[src/hw/rtl/mtp_pkg.sv]
// Shared types and constants of the proportional position controller.
package mtp_pkg;

  localparam int unsigned GainW   = 16;
  localparam int unsigned SpeedW  = 8;
  localparam int unsigned TolW    = 16;
  localparam int unsigned TimeW   = 16;
  localparam int unsigned PosW    = 16;
  localparam int unsigned GoalW   = PosW + 1;
  localparam int unsigned ErrW    = PosW + 2;
  localparam int unsigned MagW    = PosW + 1;
  localparam int unsigned ProdW   = GainW + MagW;
  localparam int unsigned QShift  = 8;
  localparam int unsigned DirW    = 2;
  localparam int unsigned CfgIdxW = 2;
  localparam int unsigned CfgDataW = 16;
  localparam int unsigned InDataW  = 48;
  localparam int unsigned OutDataW = 16;

  // Register indexes of the configuration channel.
  localparam logic [CfgIdxW-1:0] CfgGain     = 2'd0;
  localparam logic [CfgIdxW-1:0] CfgMaxSpeed = 2'd1;
  localparam logic [CfgIdxW-1:0] CfgTol      = 2'd2;
  localparam logic [CfgIdxW-1:0] CfgSettle   = 2'd3;

  // Register reset values.
  localparam logic [GainW-1:0]  GainRst     = 16'd256;
  localparam logic [SpeedW-1:0] MaxSpeedRst = 8'd75;
  localparam logic [TolW-1:0]   TolRst      = 16'd5;
  localparam logic [TimeW-1:0]  SettleRst   = 16'd1000;

  // Drive direction codes.
  localparam logic [DirW-1:0] DirStop = 2'd0;
  localparam logic [DirW-1:0] DirFwd  = 2'd1;
  localparam logic [DirW-1:0] DirBwd  = 2'd2;

  typedef struct packed {
    logic [GainW-1:0]  gain;
    logic [SpeedW-1:0] max_speed;
    logic [TolW-1:0]   tolerance;
    logic [TimeW-1:0]  settle_ms;
  } cfg_t;

  typedef struct packed {
    logic signed [PosW-1:0] move_counts;
    logic signed [PosW-1:0] position;
    logic [TimeW-1:0]       now_ms;
  } item_t;

  typedef struct packed {
    logic [SpeedW-1:0] drive_level;
    logic [DirW-1:0]   drive_dir;
    logic              done_res;
  } result_t;

endpackage

[src/hw/rtl/mtp_cfg_regs.sv]
// Configuration register file of the position controller.
module mtp_cfg_regs (
  input  logic                           clk_i,
  input  logic                           rst_ni,
  input  logic                           wr_en_i,
  input  logic [mtp_pkg::CfgIdxW-1:0]    wr_idx_i,
  input  logic [mtp_pkg::CfgDataW-1:0]   wr_data_i,
  output mtp_pkg::cfg_t                  cfg_o
);

  mtp_pkg::cfg_t cfg_q, cfg_d;

  always_comb begin
    cfg_d = cfg_q;
    if (wr_en_i) begin
      unique case (wr_idx_i)
        mtp_pkg::CfgGain:     cfg_d.gain      = wr_data_i[mtp_pkg::GainW-1:0];
        mtp_pkg::CfgMaxSpeed: cfg_d.max_speed = wr_data_i[mtp_pkg::SpeedW-1:0];
        mtp_pkg::CfgTol:      cfg_d.tolerance = wr_data_i[mtp_pkg::TolW-1:0];
        mtp_pkg::CfgSettle:   cfg_d.settle_ms = wr_data_i[mtp_pkg::TimeW-1:0];
        default:              cfg_d = cfg_q;
      endcase
    end
  end

  always_ff @(posedge clk_i or negedge rst_ni) begin
    if (!rst_ni) begin
      cfg_q.gain      <= mtp_pkg::GainRst;
      cfg_q.max_speed <= mtp_pkg::MaxSpeedRst;
      cfg_q.tolerance <= mtp_pkg::TolRst;
      cfg_q.settle_ms <= mtp_pkg::SettleRst;
    end else begin
      cfg_q <= cfg_d;
    end
  end

  assign cfg_o = cfg_q;

endmodule

[src/hw/rtl/mtp_ctrl_law.sv]
// Move state and one-step proportional control law.
module mtp_ctrl_law (
  input  logic             clk_i,
  input  logic             rst_ni,
  input  logic             step_i,
  input  mtp_pkg::item_t   item_i,
  input  mtp_pkg::cfg_t    cfg_i,
  output mtp_pkg::result_t res_o
);

  logic signed [mtp_pkg::GoalW-1:0] goal_q, goal_d;
  logic                             busy_q, busy_d;
  logic                             settling_q, settling_d;
  logic [mtp_pkg::TimeW-1:0]        start_q, start_d;

  logic signed [mtp_pkg::GoalW-1:0] new_goal;
  logic signed [mtp_pkg::ErrW-1:0]  err;
  logic signed [mtp_pkg::ErrW-1:0]  err_neg;
  logic [mtp_pkg::MagW-1:0]         mag;
  logic [mtp_pkg::ProdW-1:0]        prod;
  logic [mtp_pkg::ProdW-mtp_pkg::QShift-1:0] scaled;
  logic [mtp_pkg::SpeedW-1:0]       level;
  logic [mtp_pkg::TimeW-1:0]        elapsed;
  logic                             settling_eff;
  logic                             in_tol;
  logic                             timed_out;

  // An idle block starts the move on this very step: the error is the distance.
  assign new_goal = mtp_pkg::GoalW'(item_i.position) + mtp_pkg::GoalW'(item_i.move_counts);
  assign err      = busy_q ? (mtp_pkg::ErrW'(goal_q) - mtp_pkg::ErrW'(item_i.position))
                           : mtp_pkg::ErrW'(item_i.move_counts);
  assign err_neg  = -err;
  assign mag      = err[mtp_pkg::ErrW-1] ? err_neg[mtp_pkg::MagW-1:0]
                                         : err[mtp_pkg::MagW-1:0];
  assign settling_eff = busy_q & settling_q;

  assign prod   = mtp_pkg::ProdW'(cfg_i.gain) * mtp_pkg::ProdW'(mag);
  assign scaled = prod[mtp_pkg::ProdW-1:mtp_pkg::QShift];
  assign level  = (scaled > (mtp_pkg::ProdW-mtp_pkg::QShift)'(cfg_i.max_speed))
                ? cfg_i.max_speed : scaled[mtp_pkg::SpeedW-1:0];

  assign in_tol    = mag < mtp_pkg::MagW'(cfg_i.tolerance);
  assign elapsed   = item_i.now_ms - start_q;
  assign timed_out = elapsed >= cfg_i.settle_ms;

  always_comb begin
    res_o      = '0;
    goal_d     = busy_q ? goal_q : new_goal;
    busy_d     = 1'b1;
    settling_d = settling_eff;
    start_d    = start_q;
    if (!settling_eff) begin
      res_o.drive_level = level;
      if (level != '0) begin
        res_o.drive_dir = err[mtp_pkg::ErrW-1] ? mtp_pkg::DirBwd : mtp_pkg::DirFwd;
      end
      if (in_tol) begin
        start_d    = item_i.now_ms;
        settling_d = 1'b1;
      end
    end else if (timed_out) begin
      busy_d         = 1'b0;
      res_o.done_res = 1'b1;
    end else if (!in_tol) begin
      settling_d = 1'b0;
    end
  end

  always_ff @(posedge clk_i or negedge rst_ni) begin
    if (!rst_ni) begin
      goal_q     <= '0;
      busy_q     <= 1'b0;
      settling_q <= 1'b1;
      start_q    <= '0;
    end else if (step_i) begin
      goal_q     <= goal_d;
      busy_q     <= busy_d;
      settling_q <= settling_d;
      start_q    <= start_d;
    end
  end

endmodule

[src/hw/rtl/move_to_position_p_control_top.sv]
// Top level of the proportional move-to-position controller.
// Usage:
// - Slave stream: one control tick per transfer; s_axis_tdata carries the move
//   distance, the encoder count and the millisecond time. The distance is used
//   only when no move is active; that tick latches the goal and starts driving.
// - Master stream: exactly one result per tick, in order: drive level, drive
//   direction (stop, forward, backward) and a done flag on the tick that ends
//   a settled move.
// - Config channel: cfg_index_i selects gain (Q8.8), max speed, tolerance or
//   settle time; cfg_ready_o is always high. Write only while no tick is in
//   flight.
// - Pipeline: a tick is taken into the input register and its result into the
//   result register, which drives m_axis_tvalid. Throughput: one tick per cycle
//   while m_axis_tready is high, set by the single pass through the multiplier
//   and the compares between the input register and the result register.
// - Stall: the result register holds while m_axis_tready is low; the input
//   register keeps one more tick, then s_axis_tready drops.
// - Reset: both stages empty, registers at their defaults, no move active.
module move_to_position_p_control_top (
  input  logic                            clk_i,
  input  logic                            rst_ni,
  // {now_ms[47:32], position[31:16], move_counts[15:0]}
  input  logic [mtp_pkg::InDataW-1:0]     s_axis_tdata,
  input  logic                            s_axis_tvalid,
  output logic                            s_axis_tready,
  // {zero pad[15:11], done_res[10], drive_dir[9:8], drive_level[7:0]}
  output logic [mtp_pkg::OutDataW-1:0]    m_axis_tdata,
  output logic                            m_axis_tvalid,
  input  logic                            m_axis_tready,
  input  logic                            cfg_valid_i,
  output logic                            cfg_ready_o,
  input  logic [mtp_pkg::CfgIdxW-1:0]     cfg_index_i,
  input  logic [mtp_pkg::CfgDataW-1:0]    cfg_data_i
);

  mtp_pkg::cfg_t    cfg;
  mtp_pkg::item_t   item_q;
  mtp_pkg::result_t res;
  mtp_pkg::result_t res_q;
  logic             item_vld_q;
  logic             out_vld_q;
  logic             advance;
  logic             s_xfer;

  // Register writes are always taken.
  assign cfg_ready_o = 1'b1;

  mtp_cfg_regs u_cfg_regs (
    .clk_i     (clk_i),
    .rst_ni    (rst_ni),
    .wr_en_i   (cfg_valid_i),
    .wr_idx_i  (cfg_index_i),
    .wr_data_i (cfg_data_i),
    .cfg_o     (cfg)
  );

  // Advance the held tick when the result register is empty or being drained.
  assign advance       = item_vld_q & (~out_vld_q | m_axis_tready);
  assign s_axis_tready = ~item_vld_q | advance;
  assign s_xfer        = s_axis_tvalid & s_axis_tready;

  mtp_ctrl_law u_ctrl_law (
    .clk_i  (clk_i),
    .rst_ni (rst_ni),
    .step_i (advance),
    .item_i (item_q),
    .cfg_i  (cfg),
    .res_o  (res)
  );

  // Stage control.
  always_ff @(posedge clk_i or negedge rst_ni) begin
    if (!rst_ni) begin
      item_vld_q <= 1'b0;
      out_vld_q  <= 1'b0;
    end else begin
      if (s_xfer) begin
        item_vld_q <= 1'b1;
      end else if (advance) begin
        item_vld_q <= 1'b0;
      end
      if (advance) begin
        out_vld_q <= 1'b1;
      end else if (m_axis_tready) begin
        out_vld_q <= 1'b0;
      end
    end
  end

  // Payload: capture on transfer, hold otherwise.
  always_ff @(posedge clk_i) begin
    if (s_xfer) begin
      item_q.move_counts <= s_axis_tdata[15:0];
      item_q.position    <= s_axis_tdata[31:16];
      item_q.now_ms      <= s_axis_tdata[47:32];
    end
    if (advance) begin
      res_q <= res;
    end
  end

  assign m_axis_tvalid = out_vld_q;
  assign m_axis_tdata  = {5'd0, res_q.done_res, res_q.drive_dir, res_q.drive_level};

endmodule

[config.mk]
export PLATFORM = sky130hd
export DESIGN_NAME = move_to_position_p_control_top
export DESIGN_NICKNAME = d
export VERILOG_FILES = /design/src/hw/rtl/mtp_pkg.sv /design/src/hw/rtl/mtp_cfg_regs.sv /design/src/hw/rtl/mtp_ctrl_law.sv /design/src/hw/rtl/move_to_position_p_control_top.sv
export SDC_FILE = /design/constraint.sdc
export NUM_CORES = 1
export LEC_CHECK = 0
export ABC_AREA = 0
export BUFFER_PORTS_ARGS = -buffer_cell sky130_fd_sc_hd__buf_2
export CORE_MARGIN = 5
export CORE_UTILIZATION = 50
export DETAILED_ROUTE_END_ITERATION = 12
export GPL_TIMING_DRIVEN = 1
export PLACE_DENSITY = 0.68
export SKIP_LAST_GASP = 1
export SYNTH_ARGS = -nofsm -noshare
export SYNTH_HDL_FRONTEND = slang
export SYNTH_SLANG_ARGS = --single-unit
[constraint.sdc]
create_clock -name clk_i -period 9.8 [get_ports clk_i]
set_input_delay 2.94 -clock clk_i [delete_from_list [all_inputs] [get_ports clk_i]]
set_output_delay 2.94 -clock clk_i [all_outputs]
set_load 0.1 [all_outputs]
Word level (Yosys, flattened, before mapping)
Index checks and enable logic that the tools add are counted.

Logic and storage cells: 62. Output and inout bits: 19. Bits of input ports: 71. Register bits: 152.

Add/subtract/negate cells: 4. Multipliers: 1. Equality and inequality tests: 3. Magnitude comparators: 3. Muxes and demuxes: 14. Bitwise operators: 10. Reduce and logical (&&, ||, !) cells: 11.

Operators with widths (count): $mul 16x17->33 (1); $gt 25x8->1 (1); $mux 18 (1); $sub 17x16->18 (1); $add 16x16->17 (1); $lt 17x16->1 (1); $mux 17 (1); $neg 17->17 (1); $ge 16x16->1 (1); $sub 16x16->16 (1); $mux 1 (10); $reduce_and 2->1 (5); $mux 8 (1); $reduce_bool 8->1 (1); $not 1->1 (5); $eq 2x2->1 const B (2); $reduce_bool 2->1 (2); $and 1x1->1 (3); $reduce_and 3->1 (1); $eq 2x1->1 const B (1); $logic_not 2->1 (1); $mux 2 (1); $or 1x1->1 (2); $reduce_or 2->1 (1).

Longest topological paths before layout
Gate-level depths: netlist (run 1).

Word-level depth: 10. Gate-level depth with buffers: 48. Depth with buffers taken out: 43.

By module
A second synthesis (run 1) with hierarchy kept.

Cell total of the unflattened synthesis: 2033. Area, all modules: 19014.5 sq um.

By module, submodules not included: mtp_ctrl_law (instances 1, cells each 1839, area each 14963.1 sq um); mtp_cfg_regs (instances 1, cells each 119, area each 2123.3 sq um); move_to_position_p_control_top (instances 1, cells each 75, area each 1928.1 sq um).

Worst setup path before layout (run 1)
OpenSTA, ideal clock, no wires.

Path kind: register to register. Start point: register item_q[30] in the netlist's numbering. End point: register res_q (netlist bit m_axis_tdata[2]) (data pin). Path buffers: 6. Stages on the path, launching flop included: 40. Arrival time: 9351 ps. Data required time: 9534 ps. Library setup time: 266 ps. Path slack: 183 ps. Path through: edfxtp_1 inv_1 ha_1 buf_4 nand4_2 or4_1 nand2_1 o22a_1 nand2b_1 nor2b_1 clkbuf_1 clkbuf_1 a31oi_1 xnor2_1 clkbuf_1 nand2_1 fa_1 fa_1 [... 4 more ...] fa_1 inv_1 fa_1 ha_1 clkbuf_1 nand4_1 o31ai_1 xor2_1 ha_1 nor2b_1 o31ai_1 o2111ai_1 nor4_1 o2111a_1 o2111ai_1 buf_6 mux2i_1 nor2_1.

Cells in the longest elaborated chain, start to end: 7.

Ends and longest elaborated chain: start, declared (line move_to_position_p_control_top.sv:37) `mtp_pkg::item_t item_q;`; $sub 17x16->18 (*) (line mtp_ctrl_law.sv:30) `assign err = busy_q ? (mtp_pkg::ErrW'(goal_q) - mtp_pkg::ErrW'(item_i.position))`; $mux 18 (*) (line mtp_ctrl_law.sv:30); $neg 17->17 (line mtp_ctrl_law.sv:32) `assign err_neg = -err;`; $mux 17 (*) (line mtp_ctrl_law.sv:33) `assign mag = err[mtp_pkg::ErrW-1] ? err_neg[mtp_pkg::MagW-1:0]`; $mul 16x17->33 (*) (line mtp_ctrl_law.sv:37) `assign prod = mtp_pkg::ProdW'(cfg_i.gain) * mtp_pkg::ProdW'(mag);`; $gt 25x8->1 (line mtp_ctrl_law.sv:39) `assign level = (scaled > (mtp_pkg::ProdW-mtp_pkg::QShift)'(cfg_i.max_speed))`; $mux 8 (*) (line mtp_ctrl_law.sv:40) `? cfg_i.max_speed : scaled[mtp_pkg::SpeedW-1:0];`; end signal, assigned (line move_to_position_p_control_top.sv:98) `res_q <= res;`; end, declared (line move_to_position_p_control_top.sv:39) `mtp_pkg::result_t res_q;`.

Every way passes the cells marked *; elsewhere a longest branch is shown, timed or not. A chain may end at the register's enable or synchronous reset.

Worst setup path in the final report (run 1)
Start point: register item_q[17] in the netlist's numbering. End point: register res_q (netlist bit m_axis_tdata[9]) (data pin).

Cells in the longest elaborated chain, start to end: 10.

Ends and longest elaborated chain: $sub 17x16->18 (*) (line mtp_ctrl_law.sv:30); $mux 18 (*) (line mtp_ctrl_law.sv:30); $neg 17->17 (line mtp_ctrl_law.sv:32); $mux 17 (line mtp_ctrl_law.sv:33); $mul 16x17->33 (line mtp_ctrl_law.sv:37); $gt 25x8->1 (line mtp_ctrl_law.sv:39); $mux 8 (line mtp_ctrl_law.sv:40); $reduce_bool 8->1 (line mtp_ctrl_law.sv:54) `if (level != '0) begin`; $not 1->1 (no source line); $reduce_or 2->1 (no source line).

Marked as above.

==> results of run 1 <==
-- worst max-delay path: cells and delay by family (launching register included) --
family / cells / cell delay, ps
AO/OA/AOI/OAI: 11 / 2290
flip-flops: 1 / 390
multiplexers: 1 / 170
AND/OR/NAND/NOR: 10 / 1270
adder cells (fa/ha/maj): 9 / 3640
XOR/XNOR: 2 / 300
buffers and inverters: 10 / 1190
-- cell usage after synthesis, types with 29 or more instances --
master	count
edfxtp_1	59
nand2_1	209
fa_1	210
nor2_1	60
mux2_2	65
nor3_1	29
xnor2_1	47
inv_1	349
clkbuf_1	58
dfrtp_1	79
a21oi_1	79
o21ai_0	66
ha_1	190
and2_1	137
-- final timing paths --
| path | from | endpoint | slack [ps] | depth (start not counted) |
|---|---|---|---|---|
| max | item_q[17]$_DFFE_PP_ | m_axis_tdata[9]$_SDFFCE_PP0P_ | 240 | 43 |
| max reg2reg | item_q[17]$_DFFE_PP_ | m_axis_tdata[9]$_SDFFCE_PP0P_ | 240 | 43 |
| min reg2reg | u_ctrl_law.goal_q[6]$_DFFE_PN0P_ | u_ctrl_law.goal_q[6]$_DFFE_PN0P_ | 490 | 2 |
| min in group asynchronous | rst_ni | u_ctrl_law.start_q[10]$_DFFE_PN0P_ | 2400 | 1 |
| min | u_ctrl_law.goal_q[6]$_DFFE_PN0P_ | u_ctrl_law.goal_q[6]$_DFFE_PN0P_ | 490 | 2 |
| max in group asynchronous | rst_ni | u_cfg_regs.cfg_o[36]$_DFFE_PN0P_ | 6160 | 2 |
-- kinds of logic after synthesis --
| family | count (synthesis) |
|---|---|
| AO/OA/AOI/OAI | 291 |
| XOR/XNOR | 62 |
| adder cells (fa/ha/maj) | 400 |
| buffers and inverters | 428 |
| flip-flops | 152 |
| multiplexers | 91 |
| other | 2 |
| AND/OR/NAND/NOR | 556 |
-- metal layers --
layer	share of wire (%)	up-vias
li1	-	6886
met1	42	7446
met2	52	370
met3	4.2	95
met4	2.3	2
met5	0.027	-
-- per-stage QoR --
stage                     util, %  hold slack [ps]
final                       61.17            485.2
after global routing        61.17            499.0
after CTS                   57.72            487.6
after detailed placement    55.11            473.1
after global placement      55.11            465.5
after floorplan                 -            452.6
-- registers in the layout, indices dropped and copies added (netlist names) --
register / count
u_ctrl_law.goal_q: 17
item_q: 48
u_cfg_regs.cfg_o: 56
u_ctrl_law.start_q: 16
item_vld_q: 1
m_axis_tvalid: 1
m_axis_tdata: 11
u_ctrl_law.busy_q: 1
u_ctrl_law.settling_q: 1
-- cell type report --
type	count	area, µm²	share of cell area (%)
flip-flops and latches	152	4116	18.34
clock inverters	15	167.7	0.7469
well taps	468	585.6	2.609
multi-input cells	1406	13900	61.92
clock buffers	17	425.4	1.895
repair buffers	259	1932	8.606
inverters	350	1321	5.886
-- timing repair --
item                                    in CTS  in global routing
gates cloned                                 1                  2
hold buffers                                 0                  0
pin swaps                                   26                117
gates resized for setup                     50                165
endpoints found under the setup margin      10                 10
buffers inserted                            13                 53
==> flow_summary.json, run 1 <==
{
  "route.detailed.drc": 0,
  "num_vias": 14800,
  "cpMostUsedCell": "fa_1",
  "ys_top_cells_by_area": "fa_1 (23%), ha_1 (13%), dfrtp_1 (11%), edfxtp_1 (9.5%), inv_1 (7.0%)",
  "synth_cell_type_count": 84,
  "cts_tree": "done",
  "grt_use_met2_pct": 42.06,
  "synth_edf_count": 59,
  "wl_per_cell_um": 18.20,
  "setup-violations-final": 0,
  "cpMaxStageDelayCell": "fa_1",
  "hold_path_class": "flip-flop to flip-flop",
  "final_common_cell": "inv_1",
  "final_cells": 2667,
  "crit_path_max_incr_delay_ps": 550,
  "dieArea_um2": 41240,
  "relSlewSlack_pct": 26.95,
  "core_um2": 36700,
  "grt_pass1_wl_um": 77580,
  "clock_skew_ps": 6.629,
  "setup_tns_ps": 0,
  "antenna_found_initial": 1,
  "arrival_ps": 9730,
  "track_usage_pct": 23.14,
  "dpl.hpwl_um": 37130,
  "required_ps": 9960,
  "top_usage_layer": "met2",
  "clock_path_buffers": 2,
  "routed_wl_um": 48540,
  "min_period_ps": 9562,
  "gp_congestion": 0.9554,
  "clk_latency_ps": 440,
  "io_pins": 90,
  "hold_viol": 0,
  "final_cell_mix": "inv_1 (338), fa_1 (205), nand2_1 (198)",
  "synth_mux_area_share_pct": 5.418,
  "grt_max_degree": 69,
  "drive_above_1_share_pct": 24.47,
  "cts-root-buf": "clkbuf_16",
  "path_class": "flip-flop to flip-flop",
  "start_util_pct": 50.79,
  "synth_ff_type": "dfrtp_1",
  "dieWidth_um": 203.1,
  "place_ws_ps": -391.5,
  "ys_ff_latch": 152,
  "timing.final.ws_setup_ps": 237.7,
  "status": "finished clean",
  "yosys.area_share.simple_pct": 15.12,
  "synth_top_family_by_area": "adder cells",
  "cp-start-kind": "flip-flop",
  "finish.instance_area_um2": 22450,
  "cp_max_fo": 6,
  "place_area_um2": 20230,
  "synth_compound_area_share_pct": 10.23,
  "synth-xor-area-share_pct": 2.914,
  "avgSynthCellArea_um2": 9.404,
  "numCtsBuffers": 17,
  "ctsHtreeMaxLevel": 4,
  "vias_per_cell": 5.549,
  "die_h_um": 203.1,
  "tightest_slew_ps": 1096,
  "cp-end-kind": "flip-flop",
  "slew_viol_final": 0,
  "period_share_pct": 97.57,
  "fin_nets": 2657,
  "synthAdderAreaFrac_pct": 35.31,
  "clkTransAtPathRegs_ps": 70,
  "first_global_vias": 15480,
  "area_delta_synth_final_pct": 20.43,
  "port_buffers": 83,
  "use_met3_pct": 2.747,
  "clock.fmax_mhz": 104.6,
  "row_count": 70,
  "synth_area_leader_cell": "fa_1",
  "ant_nets": 0,
  "n_fill_cell": 3051,
  "grt-ovfl-total": 0,
  "rsz0062_at_grt": "true",
  "synth_top_area_share_pct": 22.56,
  "ys_seq_area_share_pct": 22.09,
  "place_inst": 2567,
  "syn-instance-count": 1982,
  "first_pass_iters": 5,
  "synthArstFlopShare_pct": 61.18,
  "cts_sinks": 152,
  "drt_iter0_drc": 823,
  "grt_util_met1_pct": 29.42,
  "antennaDiodeCount": 0,
  "syn_area_um2": 18640,
  "ys_warn_count": 0,
  "maxCapViolCount": 0
}
Power of run 1 is not shown: default switching activity piles up to over one toggle a cycle in this logic, so the estimate is an artifact.
==> inputs of run 2 (changes only) <==
--- a/config.mk
+++ b/config.mk
@@ -6,11 +6,12 @@
 export NUM_CORES = 1
 export LEC_CHECK = 0
 export ABC_AREA = 0
-export BUFFER_PORTS_ARGS = -buffer_cell sky130_fd_sc_hd__buf_2
+export BUFFER_PORTS_ARGS = -buffer_cell sky130_fd_sc_hd__buf_4
 export CORE_MARGIN = 5
 export CORE_UTILIZATION = 50
 export DETAILED_ROUTE_END_ITERATION = 12
 export GPL_TIMING_DRIVEN = 1
+export MAX_ROUTING_LAYER = met4
 export PLACE_DENSITY = 0.68
 export SKIP_LAST_GASP = 1
 export SYNTH_ARGS = -nofsm -noshare
==> run 2 against run 1 <==
Net effect:
- via count fell by 0.53%
- first-iteration DRC count fell by 5.0%
- worst setup slack got worse by 150 ps
- hold slack got worse by 3.7 ps
- design area rose by 0.24%
- critical path depth fell by 4
- non-clock buffer count fell by 14
- die area did not move
- fmax fell by 1.6%
- highest routed layer is now met4
==> flow_summary.json, run 2 (same netlist as run 1, synthesis figures left out) <==
{
  "clock_skew_ps": 10.37,
  "relSlewSlack_pct": 29.09,
  "grt_pass1_wl_um": 78440,
  "io_pins": 90,
  "start_util_pct": 50.79,
  "clk_latency_ps": 430,
  "cp_max_fo": 8,
  "period_share_pct": 99.14,
  "route.detailed.drc": 0,
  "largest_reg_flops": 56,
  "whs_path_depth": 2,
  "first_pass_iters": 5,
  "min_to": "u_ctrl_law.goal_q[4]$_DFFE_PN0P_",
  "antennaDiodeCount": 0,
  "fin_nets": 2643,
  "setup-violations-final": 0,
  "cts-root-buf": "clkbuf_16",
  "final_cell_mix": "inv_1 (340), buf_4 (221), fa_1 (207)",
  "ctsHtreeMaxLevel": 4,
  "gp_congestion": 1.006,
  "dieArea_um2": 41240,
  "routed_wl_um": 48200,
  "cts_tree": "done",
  "setup_tns_ps": 0,
  "utilization_pct": 61.31,
  "finish.instance_area_um2": 22500,
  "rsz0062_at_grt": "true",
  "status": "finished clean",
  "min_period_ps": 9715,
  "place_area_um2": 20480,
  "core_um2": 36700,
  "cpMaxStageDelayCell": "fa_1",
  "required_ps": 9960,
  "maxCapViolCount": 0,
  "grt-ovfl-total": 0,
  "grt_max_degree": 69,
  "wl_per_cell_um": 18.17,
  "port_buffers": 83,
  "first_global_vias": 15430,
  "crit_path_max_incr_delay_ps": 570,
  "area_delta_synth_final_pct": 20.72,
  "clock_path_buffers": 2,
  "hold_viol": 0,
  "clock.fmax_mhz": 102.9,
  "antenna_found_initial": 0,
  "drive_above_1_share_pct": 23.35,
  "cp-start-kind": "flip-flop",
  "row_count": 70,
  "cpMostUsedCell": "fa_1",
  "tightest_slew_ps": 1064,
  "r2r-start": "item_q[16]$_DFFE_PP_",
  "reg2reg_slack_ps": 80,
  "path_class": "flip-flop to flip-flop",
  "die_h_um": 203.1,
  "numCtsBuffers": 17,
  "cts_sinks": 152,
  "dieWidth_um": 203.1,
  "hp-start": "u_ctrl_law.goal_q[4]$_DFFE_PN0P_",
  "vias_per_cell": 5.551,
  "cp-end-kind": "flip-flop",
  "ant_nets": 0,
  "drt_iter0_drc": 782,
  "num_vias": 14720,
  "hold_path_class": "flip-flop to flip-flop",
  "dpl.hpwl_um": 37590,
  "final_common_cell": "inv_1",
  "n_fill_cell": 2983,
  "hold-worst-slack_ps": 481.5,
  "rr_endpoint": "m_axis_tdata[8]$_SDFFCE_PP0P_",
  "slew_viol_final": 0,
  "cts_hold_buffers": 0,
  "clkTransAtPathRegs_ps": 60,
  "track_usage_pct": 24.13,
  "reg2regPathDepth": 39,
  "arrival_ps": 9880
}
-- run 2: cell types whose count changed in the layout (fill, tap and decap cells not counted), moves of 4 or more --
cell     delta
ha_1        +5
nand2_1     +6
nand2_2     -7
buf_4      +68
buf_2      -81
ha_4        -4
-- run 2: worst max-delay path: cells and delay by family (launching register included) --
kind	cells	cell delay (ps)
AO/OA/AOI/OAI	11	1990
flip-flops	1	390
AND/OR/NAND/NOR	7	950
adder cells (fa/ha/maj)	10	4300
multiplexers	1	190
buffers and inverters	8	1240
XOR/XNOR	2	320
-- run 2: metrics by stage --
step | cells | worst slack, ps
floorplan | 1986 | 182.9
CTS | 2613 | 0.9717
detailed placement | 2572 | -364.7
global route | 2652 | -295.8
global placement | 2572 | -197.7
finish | 2652 | 84.60
-- run 2: worst max-delay path by stage --
stage / slack (ps) / cells past startpoint / end / start
after floorplan: 180 / 39 / m_axis_tdata[2]$_SDFFCE_PP0P_ / item_q[30]$_DFFE_PP_
after global placement: -200 / 37 / m_axis_tdata[8]$_SDFFCE_PP0P_ / u_ctrl_law.goal_q[0]$_DFFE_PN0P_
after detailed placement: -360 / 37 / m_axis_tdata[9]$_SDFFCE_PP0P_ / u_ctrl_law.goal_q[0]$_DFFE_PN0P_
after CTS: 1 / 40 / m_axis_tdata[9]$_SDFFCE_PP0P_ / item_q[16]$_DFFE_PP_
after global routing: -300 / 44 / m_axis_tdata[8]$_SDFFCE_PP0P_ / item_q[17]$_DFFE_PP_
final: 80 / 39 / m_axis_tdata[8]$_SDFFCE_PP0P_ / item_q[16]$_DFFE_PP_
-- run 2: routing by layer --
| layer | track usage [%] | vias to the layer above | routed length, µm |
|---|---|---|---|
| li1 | - | 6829 | - |
| met4 | 7.781 | 0 | 1414 |
| met1 | 29.48 | 7404 | 19660 |
| met3 | 4.456 | 100 | 2404 |
| met5 | - | - | 0 |
| met2 | 40.82 | 387 | 24720 |
-- run 2: repair_timing --
item                                   CTS  global route
pin swaps                               22           104
setup buffers                            9            40
setup endpoints to repair               10            10
endpoints found under the hold margin    0             0
cloned                                   1             0
resized for setup                       48           157
-- run 2: layout make-up --
type                            instances  area [µm²]  share of cell area (%)
Sequential cell                       152        4116                   18.30
Tap cell                              468       585.6                   2.602
Timing Repair Buffer                  245        2019                   8.975
Clock buffer                           20       446.7                   1.985
Multi-Input combinational cell       1406       13840                   61.52
Inverter                              350        1318                   5.856
Clock inverter                         11       171.4                  0.7618
Power of run 2 is left out for the same reason.
